### src/hdl/lpfs_pkg.sv
`timescale 1ns / 1ps

package lpfs_pkg;

  // default width of the value that is factored
  localparam int unsigned VALUE_WIDTH_DEF = 64;

  // step counter of the sequencer
  localparam int unsigned STEP_W = 4;
  typedef logic [STEP_W-1:0] step_t;

  // program steps
  localparam step_t ST_WAIT     = 4'd0;
  localparam step_t ST_SMALL    = 4'd1;
  localparam step_t ST_SQUARE   = 4'd2;
  localparam step_t ST_TEST     = 4'd3;
  localparam step_t ST_DIV      = 4'd4;
  localparam step_t ST_DIV_WAIT = 4'd5;
  localparam step_t ST_DIV_TEST = 4'd6;
  localparam step_t ST_TAKE     = 4'd7;
  localparam step_t ST_NEXT     = 4'd8;
  localparam step_t ST_TAIL     = 4'd9;
  localparam step_t ST_EMIT     = 4'd10;
  localparam step_t ST_BACK     = 4'd11;

  // datapath operation of one step
  typedef enum logic [2:0] {
    OP_NOP,
    OP_LOAD,
    OP_SQUARE,
    OP_DIV_START,
    OP_TAKE,
    OP_NEXT_D,
    OP_TAIL,
    OP_EMIT
  } op_e;

  // jump condition of one step
  typedef enum logic [2:0] {
    C_NEVER,
    C_ALWAYS,
    C_NO_INPUT,
    C_SMALL,
    C_SQ_GT_REM,
    C_DIV_BUSY,
    C_REM_NZ,
    C_OUT_BUSY
  } cond_e;

  // one control word
  typedef struct packed {
    op_e   op;
    cond_e cond;
    step_t target;
  } ctrl_t;

  // divider status seen by the sequencer
  typedef struct packed {
    logic busy;
    logic rem_nz;
  } div_stat_t;

  // control store
  function automatic ctrl_t ucode(input step_t pc);
    ctrl_t w;
    unique case (pc)
      ST_WAIT:     w = '{op: OP_LOAD,      cond: C_NO_INPUT,  target: ST_WAIT};
      ST_SMALL:    w = '{op: OP_NOP,       cond: C_SMALL,     target: ST_EMIT};
      ST_SQUARE:   w = '{op: OP_SQUARE,    cond: C_NEVER,     target: ST_WAIT};
      ST_TEST:     w = '{op: OP_NOP,       cond: C_SQ_GT_REM, target: ST_TAIL};
      ST_DIV:      w = '{op: OP_DIV_START, cond: C_NEVER,     target: ST_WAIT};
      ST_DIV_WAIT: w = '{op: OP_NOP,       cond: C_DIV_BUSY,  target: ST_DIV_WAIT};
      ST_DIV_TEST: w = '{op: OP_NOP,       cond: C_REM_NZ,    target: ST_NEXT};
      ST_TAKE:     w = '{op: OP_TAKE,      cond: C_ALWAYS,    target: ST_DIV};
      ST_NEXT:     w = '{op: OP_NEXT_D,    cond: C_ALWAYS,    target: ST_SQUARE};
      ST_TAIL:     w = '{op: OP_TAIL,      cond: C_NEVER,     target: ST_WAIT};
      ST_EMIT:     w = '{op: OP_EMIT,      cond: C_OUT_BUSY,  target: ST_EMIT};
      ST_BACK:     w = '{op: OP_NOP,       cond: C_ALWAYS,    target: ST_WAIT};
      default:     w = '{op: OP_NOP,       cond: C_ALWAYS,    target: ST_WAIT};
    endcase
    return w;
  endfunction

endpackage

### src/hdl/lpfs_div.sv
`timescale 1ns / 1ps

module lpfs_div #(
  parameter int unsigned NUM_W = 63,
  parameter int unsigned DEN_W = 32
) (
  input  logic                 clk_i,
  input  logic                 rst_ni,
  input  logic                 start_i,
  input  logic [NUM_W-1:0]     num_i,
  input  logic [DEN_W-1:0]     den_i,
  output logic [NUM_W-1:0]     quot_o,
  output lpfs_pkg::div_stat_t  stat_o
);
  import lpfs_pkg::*;

  localparam int unsigned CNT_W = $clog2(NUM_W + 1);

  logic [DEN_W-1:0] r_q, r_d;
  logic [NUM_W-1:0] q_q, q_d;
  logic [CNT_W-1:0] cnt_q, cnt_d;
  logic             busy_q, busy_d;
  logic [DEN_W:0]   trial;
  logic [DEN_W:0]   diff;
  logic             ge;

  // one restoring step: shift in the next dividend bit, subtract if it fits
  assign trial = {r_q, q_q[NUM_W-1]};
  assign ge    = trial >= {1'b0, den_i};
  assign diff  = trial - {1'b0, den_i};

  always_comb begin
    r_d    = r_q;
    q_d    = q_q;
    cnt_d  = cnt_q;
    busy_d = busy_q;
    if (start_i) begin
      r_d    = '0;
      q_d    = num_i;
      cnt_d  = CNT_W'(NUM_W);
      busy_d = 1'b1;
    end else if (busy_q) begin
      r_d   = ge ? diff[DEN_W-1:0] : trial[DEN_W-1:0];
      q_d   = {q_q[NUM_W-2:0], ge};
      cnt_d = cnt_q - CNT_W'(1);
      if (cnt_q == CNT_W'(1)) begin
        busy_d = 1'b0;
      end
    end
  end

  // control state
  always_ff @(posedge clk_i or negedge rst_ni) begin
    if (!rst_ni) begin
      busy_q <= 1'b0;
      cnt_q  <= '0;
    end else begin
      busy_q <= busy_d;
      cnt_q  <= cnt_d;
    end
  end

  // partial remainder and quotient
  always_ff @(posedge clk_i) begin
    r_q <= r_d;
    q_q <= q_d;
  end

  assign quot_o        = q_q;
  assign stat_o.busy   = busy_q;
  assign stat_o.rem_nz = r_q != '0;

endmodule

### src/hdl/largest_prime_factor_sum_core.sv
`timescale 1ns / 1ps

// Largest prime factor of a signed value, with a running batch sum.
// Input stream: s_axis_tdata carries the value, s_axis_tlast marks the last
// value of a batch. Output stream: one transfer per input, carrying the
// factor, the running sum including it, and tlast as the batch-done flag.
// The sum wraps in 64 bits and is cleared once a result with tlast set is loaded into the output register.
// Values at or below one give max(0, value) without any trial division.
// Otherwise the value is trial-divided by 2, 3, 5, 7, ... until the divisor
// squared exceeds the cofactor. Each trial divisor and every factor divided
// out costs one run of the bit-serial divider, so an item needs about s / 2 + 1
// trial divisors, s being the larger of the second-largest prime factor and
// the square root of the largest one (up to about 1.5e9 divisors for 64-bit
// primes).
// One item is worked on at a time; the next input is taken once the result
// has moved to the output register, so it may wait while the receiver stalls.
// Reset clears the sequencer, the output valid and the batch sum.

module largest_prime_factor_sum_core #(
  parameter int unsigned VALUE_WIDTH = lpfs_pkg::VALUE_WIDTH_DEF
) (
  input  logic          clk_i,
  input  logic          rst_ni,
  input  logic          s_axis_tvalid,
  output logic          s_axis_tready,
  input  logic [63:0]   s_axis_tdata,   // value
  input  logic          s_axis_tlast,   // end_of_batch
  output logic          m_axis_tvalid,
  input  logic          m_axis_tready,
  output logic [127:0]  m_axis_tdata,   // largest_factor[62:0], batch_sum[126:63], zero pad
  output logic          m_axis_tlast    // batch_done
);
  import lpfs_pkg::*;

  localparam int unsigned NUM_W = VALUE_WIDTH - 1;
  localparam int unsigned DEN_W = (VALUE_WIDTH + 1) / 2;
  localparam int unsigned SQ_W  = 2 * DEN_W;

  step_t             pc_q, pc_d;
  ctrl_t             cw;
  logic              jump;

  logic [NUM_W-1:0]  rem_q, rem_d;
  logic [NUM_W-1:0]  best_q, best_d;
  logic [DEN_W-1:0]  dv_q, dv_d;
  logic [SQ_W-1:0]   sq_q, sq_d;
  logic              small_q, small_d;
  logic              last_q, last_d;
  logic [63:0]       sum_q, sum_d;

  logic              out_valid_q, out_valid_d;
  logic [62:0]       out_factor_q;
  logic [63:0]       out_sum_q;
  logic              out_last_q;

  logic              out_free;
  logic              emit;
  logic              div_start;
  logic [NUM_W-1:0]  quot;
  div_stat_t         div_stat;

  logic              in_neg;
  logic [NUM_W-1:0]  in_mag;
  logic              in_small;
  logic [63:0]       sum_next;

  // control word of the current step
  assign cw = ucode(pc_q);

  assign out_free      = !out_valid_q || m_axis_tready;
  assign s_axis_tready = cw.op == OP_LOAD;
  assign emit          = (cw.op == OP_EMIT) && out_free;
  assign div_start     = cw.op == OP_DIV_START;

  // jump condition
  always_comb begin
    unique case (cw.cond)
      C_NEVER:     jump = 1'b0;
      C_ALWAYS:    jump = 1'b1;
      C_NO_INPUT:  jump = !s_axis_tvalid;
      C_SMALL:     jump = small_q;
      C_SQ_GT_REM: jump = sq_q > SQ_W'(rem_q);
      C_DIV_BUSY:  jump = div_stat.busy;
      C_REM_NZ:    jump = div_stat.rem_nz;
      C_OUT_BUSY:  jump = !out_free;
      default:     jump = 1'b1;
    endcase
  end

  // next step
  always_comb begin
    pc_d = jump ? cw.target : pc_q + step_t'(1);
  end

  // value taken from the low bits, sign at the top
  assign in_neg   = s_axis_tdata[VALUE_WIDTH-1];
  assign in_mag   = s_axis_tdata[NUM_W-1:0];
  assign in_small = in_neg || (in_mag <= NUM_W'(1));
  assign sum_next = sum_q + 64'(best_q);

  // datapath operations
  always_comb begin
    rem_d   = rem_q;
    best_d  = best_q;
    dv_d    = dv_q;
    sq_d    = sq_q;
    small_d = small_q;
    last_d  = last_q;
    sum_d   = sum_q;
    unique case (cw.op)
      OP_LOAD: begin
        rem_d   = in_mag;
        best_d  = in_small && !in_neg ? in_mag : '0;
        dv_d    = DEN_W'(2);
        small_d = in_small;
        last_d  = s_axis_tlast;
      end
      OP_SQUARE: begin
        sq_d = SQ_W'(dv_q) * SQ_W'(dv_q);
      end
      OP_TAKE: begin
        best_d = NUM_W'(dv_q);
        rem_d  = quot;
      end
      OP_NEXT_D: begin
        dv_d = (dv_q == DEN_W'(2)) ? DEN_W'(3) : dv_q + DEN_W'(2);
      end
      OP_TAIL: begin
        if (rem_q > NUM_W'(1) && rem_q > best_q) begin
          best_d = rem_q;
        end
      end
      OP_EMIT: begin
        if (emit) begin
          sum_d = last_q ? 64'd0 : sum_next;
        end
      end
      OP_NOP, OP_DIV_START: begin
      end
      default: begin
      end
    endcase
  end

  // output register valid
  always_comb begin
    out_valid_d = out_valid_q;
    if (emit) begin
      out_valid_d = 1'b1;
    end else if (m_axis_tready) begin
      out_valid_d = 1'b0;
    end
  end

  // control state and batch sum
  always_ff @(posedge clk_i or negedge rst_ni) begin
    if (!rst_ni) begin
      pc_q        <= ST_WAIT;
      out_valid_q <= 1'b0;
      sum_q       <= '0;
    end else begin
      pc_q        <= pc_d;
      out_valid_q <= out_valid_d;
      sum_q       <= sum_d;
    end
  end

  // working registers
  always_ff @(posedge clk_i) begin
    rem_q   <= rem_d;
    best_q  <= best_d;
    dv_q    <= dv_d;
    sq_q    <= sq_d;
    small_q <= small_d;
    last_q  <= last_d;
  end

  // result register
  always_ff @(posedge clk_i) begin
    if (emit) begin
      out_factor_q <= 63'(best_q);
      out_sum_q    <= sum_next;
      out_last_q   <= last_q;
    end
  end

  lpfs_div #(
    .NUM_W (NUM_W),
    .DEN_W (DEN_W)
  ) u_div (
    .clk_i   (clk_i),
    .rst_ni  (rst_ni),
    .start_i (div_start),
    .num_i   (rem_q),
    .den_i   (dv_q),
    .quot_o  (quot),
    .stat_o  (div_stat)
  );

  assign m_axis_tvalid = out_valid_q;
  assign m_axis_tdata  = {1'b0, out_sum_q, out_factor_q};
  assign m_axis_tlast  = out_last_q;

endmodule
### config.mk
export PLATFORM = sky130hd
export DESIGN_NAME = largest_prime_factor_sum_core
export DESIGN_NICKNAME = d
export VERILOG_FILES = /design/src/hdl/lpfs_pkg.sv /design/src/hdl/lpfs_div.sv /design/src/hdl/largest_prime_factor_sum_core.sv
export SDC_FILE = /design/constraint.sdc
export NUM_CORES = 2
export LEC_CHECK = 0
export BUFFER_PORTS_ARGS = -buffer_cell sky130_fd_sc_hd__buf_4
export CAP_MARGIN = 0
export CELL_PAD_IN_SITES_DETAIL_PLACEMENT = 0
export CELL_PAD_IN_SITES_GLOBAL_PLACEMENT = 1
export CORE_MARGIN = 5
export CORE_UTILIZATION = 35
export CTS_CLUSTER_SIZE = 25
export DETAILED_ROUTE_END_ITERATION = 6
export PLACE_DENSITY_LB_ADDON = 0.1
export SLEW_MARGIN = 20
export SYNTH_ARGS = -nofsm -noshare
export SYNTH_HDL_FRONTEND = slang
export SYNTH_HIERARCHICAL = 1
export SYNTH_SLANG_ARGS = --single-unit
### constraint.sdc
create_clock -name clk_i -period 20.9 [get_ports clk_i]
set_input_delay 2.09 -clock clk_i [delete_from_list [all_inputs] [get_ports clk_i]]
set_output_delay 2.09 -clock clk_i [all_outputs]
set_load 0.02 [all_outputs]
Word level (Yosys, flattened, before mapping)
Memories as Yosys holds them, arrays and structs flattened.
Cells that the tools add are included.
{"block": "word_totals", "reg_bits": 523, "romBits": 160, "inputBits": 69, "output_inout_bits": 131, "wordCells": 82, "mem_count": 1}
{"block": "op_classes", "add_sub_neg": 5, "mul": 1, "order_cmp": 5, "eq_ne": 17, "n_mux": 19, "reduce_logical": 18}
{"name": "(no name shown)", "depth": 16, "width": 10, "rd": 1, "rd_ports_with_merged_regs": 0, "write_ports": 0, "line_no": "lpfs_pkg.sv:66", "source": "unique case (pc)"}
{"op": "$mux 63", "n": 4}
{"op": "$pmux 63 s3", "n": 1}
{"op": "$pmux 63 s2", "n": 1}
{"op": "$add 64x63->64", "n": 1}
{"op": "$gt 64x63->1", "n": 1}
{"op": "$mul 32x32->64", "n": 1}
{"op": "$mux 32", "n": 2}
{"op": "$mux 64", "n": 1}
{"op": "$pmux 32 s2", "n": 1}
{"op": "$gt 63x1->1 const B", "n": 1}
{"op": "$gt 63x63->1", "n": 1}
{"op": "$le 63x1->1 const B", "n": 1}
{"op": "$ge 33x32->1", "n": 1}
{"op": "$add 32x2->32 const B", "n": 1}
{"op": "$eq 32x2->1 const B", "n": 1}
{"op": "$reduce_bool 32->1", "n": 1}
{"op": "$sub 32x32->32", "n": 1}
{"op": "$eq 3x3->1 const B", "n": 8}
{"op": "$eq 3x2->1 const B", "n": 4}
{"op": "$mux 6", "n": 2}
{"op": "$pmux 1 s8", "n": 1}
{"op": "$reduce_bool 2->1", "n": 4}
{"op": "$eq 3x1->1 const B", "n": 2}
{"op": "$eq 6x1->1 const B", "n": 1}
{"op": "other kinds (11)", "n": 22}

Longest topological paths before layout
{"block": "depth", "ltp_word": 5, "ltp_mapped": 32, "mapped_depth_nobuf": 29}

By module
The synthesis kept the hierarchy.
{"module": "largest_prime_factor_sum_core", "n_inst": 1, "cells_per_inst": 5259, "area_per_inst_um2": 52803.1}
{"module": "lpfs_div", "n_inst": 1, "cells_per_inst": 664, "area_per_inst_um2": 6612.6}

Least setup slack after synthesis
Ideal clock, no wire load.
{"block": "synth_timing", "kind": "register to register", "startpoint": "register dv_q[5]", "endpoint": "register sq_q[58], data pin", "setup_ns": 0.264, "arrival_time_ns": 7.710, "slack_ns": 12.926, "stages_incl_launch_ff": 30, "path_buffers": 4, "cell_sequence": "edfxtp_1 buf_2 clkbuf_1 buf_1 nand2_1 fa_1 inv_1 fa_1 fa_1 inv_1 fa_1 inv_1 fa_1 fa_1 fa_1 inv_1 fa_1 inv_1 ha_1 clkbuf_1 a21o_1 a31oi_1 o21ai_1 nand3_1 a221oi_1 or4_1 a221o_2 a21oi_4 o21ai_2 xor2_1"}
{"block": "synth_via", "elab_chain_cells": 1}
{"element": "start, declared", "line_no": "largest_prime_factor_sum_core.sv:45", "source": "logic [DEN_W-1:0] dv_q, dv_d;"}
{"element": "start signal, assigned", "line_no": "largest_prime_factor_sum_core.sv:172", "source": "dv_q <= dv_d;"}
{"element": "$mul 32x32->64", "line_no": "largest_prime_factor_sum_core.sv:119", "source": "sq_d = SQ_W'(dv_q) * SQ_W'(dv_q);"}
{"element": "end signal, assigned", "line_no": "largest_prime_factor_sum_core.sv:173", "source": "sq_q <= sq_d;"}
{"element": "end, declared", "line_no": "largest_prime_factor_sum_core.sv:46", "source": "logic [SQ_W-1:0] sq_q, sq_d;"}
Every way passes these cells.
A chain may end at the register's enable or synchronous reset.

Worst setup path after layout
{"block": "layout_timing", "startpoint": "register dv_q[19]", "endpoint": "register sq_q[61], data pin"}
Same word-level chain as after synthesis.

==> metrics.cfg <==
[sta]
setup-violations-final=0
setup_tns_ns=0
whs_ns=0.4911
min_period_ns=9.495
skew_ns=0.02756
slew_violations=0
post-route-period-util=0.4543
slew_headroom=0.2737
rsz0062_at_grt=no
fmax_ghz=0.1053
worstMarginPinSlew_ns=1.078
hold_viol=0

[worst_setup_path]
cp_max_fo=26
cp.arrival_ns=9.88
crit_path_start_kind=register
path_class=register to register
ff2ff_setup_slack_ns=11.40
crit_required_ns=21.28
end_kind=register

[die]
die_w_um=422.0
core_area_um2=169100
initial_core_util=0.3514
die_h_um=422.0
io_pins=200
die-area_um2=178100
rows=151

[logic_synthesis]
synth_edf_count=414
yosys.area.top_type_share=0.2709
synth_simple_gate_area_frac=0.1135
async_flop_share=0.1456
synth-xor-area-share=0.03228
synth_area_leaders=fa_1, edfxtp_1, ha_1
synthesis.area_um2=59420
ys_seq_area_frac=0.2520
synth_top_family_by_area=adder cells
synth-compound-area-share=0.09754
syn_nets=7327
ys.flop_type=edfxtp_1
syn_inst=5923
synthAdderAreaFrac=0.3827
synth.avg_cell_area_um2=10.03
synth_cell_types=112
ys_seq_elements=522
yosysWarningCount=6
muxShareOfSynthArea=0.02529
synth_top_area_cell=fa_1

[clock_tree]
cts_tree=built
cts_hold_buf=0
clock_latency_ns=0.66
cts_buffers=67
cts_buffer_depth=3
cts.sinks=522
htree_levels=3
cts_setup_buffers=0
cts.root.buffer_cell=clkbuf_16
path_clk_slew_ns=0.06
ctsResizeCount=0

[pwr]
ir_drop_mv=0.04747
p_per_area_nw_per_um2=35.72
p_leak_uw=0.03149

[flow_run]
maxCapViolCount=0

[finish]
fill_cells=16910
utilization=0.3871
mostFrequentLayoutCell=inv_1
final_cell_mix=inv_1, fa_1, ha_1, nand2_1, edfxtp_1
final_layout_size_suffix_gt1_frac=0.09898
fin_nets=7414
syn_to_final_growth_pct=10.16

[routing]
wl_mm=195.4
drc=0
num_vias=41800
avgRoutedWirePerCell_um=23.59
antenna_left=0
drt_iter0_markers=2646
via_per_inst=5.047
dr.pass1.iters=5

[place]
dp.final_hpwl_mm=154.5
place.port_buffers=198
gp_congestion=0.8786

[global_route]
grt_use_total=0.2195
grt_pass1_vias=45180
antenna_found_initial=6
grt.overflow.total=0
grt_pass1_wl_mm=294.9
grt_max_degree=70

[status]
status=finished clean

[min_path]
hold_class=register to register

report_power, final:
part / internal (µW) / total (µW) / switching [µW]
clock: 682 / 1200 / 516
combinational: 13.4 / 29.5 / 16.1
sequential: 1110 / 1110 / 0.00000000000000438
total: 1810 / 2340 / 532
area by class of cell:
class                           count  area [µm²]  share of cell area
Inverter                         1251        4701             0.07182
Antenna cell                        1       2.502          0.00003823
Clock inverter                     39       447.9            0.006844
Tap cell                         2218        2775             0.04240
Sequential cell                   522       14970              0.2288
Clock buffer                       82        1784             0.02726
Timing Repair Buffer              268        2012             0.03074
Multi-Input combinational cell   3900       38760              0.5921
cell usage after synthesis, types with 19 or more instances:
master    number
inv_1       1243
fa_1         804
ha_1         531
nand2_1      458
edfxtp_1     414
a21oi_1      249
and2_1       232
nor2_1       219
clkbuf_1     179
mux2_2       129
o21ai_0      129
xnor2_1      128
a21o_1       126
nand4_1       98
xor2_1        91
dfrtp_1       76
nand3_1       73
nor3_1        72
nor4_1        63
a22o_1        56
buf_2         40
o21bai_1      39
nand2b_1      33
dfxtp_1       32
nor2b_1       31
o21ai_1       22
and3_1        20
buf_1         19
through the flow:
stage,area [µm²],cells,total power [µW],worst slack [ns]
finish,65450,8281,2338,11.40
global route,65450,8280,2415,11.12
CTS,65450,8280,2375,11.40
detailed placement,63220,8159,1161,11.43
global placement,63220,8159,1161,11.47
floorplan,59420,5923,1137,12.93
layer usage:
metal / vias to the layer above / share of wire / track usage
li1: 19440 / - / -
met1: 21210 / 0.46 / 0.3057
met2: 955 / 0.47 / 0.3667
met3: 186 / 0.041 / 0.02294
met4: 0 / 0.026 / 0.05706
met5: - / 0 / 0
worst max-delay path: stages (launching register included):
cell       delay (ns)
edfxtp_1         0.96
buf_4            0.53
and2_1           0.28
ha_1             0.26
xor2_1           0.26
fa_1             0.47
inv_1            0.09
fa_1             0.45
fa_1             0.47
fa_1             0.55
fa_1             0.55
fa_1             0.54
inv_1            0.05
fa_1             0.56
inv_1            0.05
ha_1             0.38
a21oi_1          0.28
o21ai_1          0.12
a211o_1          0.39
or2_0            0.26
a2111oi_2        0.75
o31ai_1          0.26
a21oi_2          0.26
o21ai_2          0.11
a211oi_2         0.21
xnor2_1          0.10
flip-flops by register name, indices dropped and copies added, names as in the netlist, 6 cells and up:
register and flops:
rem_q 63, sum_q 64, u_div/cnt_q 6, u_div/r_q 32
u_div/quot_o 63, dv_q 32, sq_q 63, out_sum_q 64
best_q 63, out_factor_q 63
final timing paths:
path | cells after the start | from | to
worst min-delay path | 2 | sum_q[2] | sum_q[2]
max in group asynchronous | 2 | rst_ni | u_div/cnt_q[1]
worst max-delay path | 25 | dv_q[19] | sq_q[61]
worst max register to register | 25 | dv_q[19] | sq_q[61]
worst min register to register | 2 | sum_q[2] | sum_q[2]
min in group asynchronous | 1 | rst_ni | sum_q[8]
kinds of logic after synthesis:
group / after synthesis
flops: 522
mux: 134
fa+ha+maj: 1335
other cells: 1
buf+inv: 1501
xor+xnor: 219
simple gates: 1362
compound gates: 849
(Power assumes the default switching activity.)
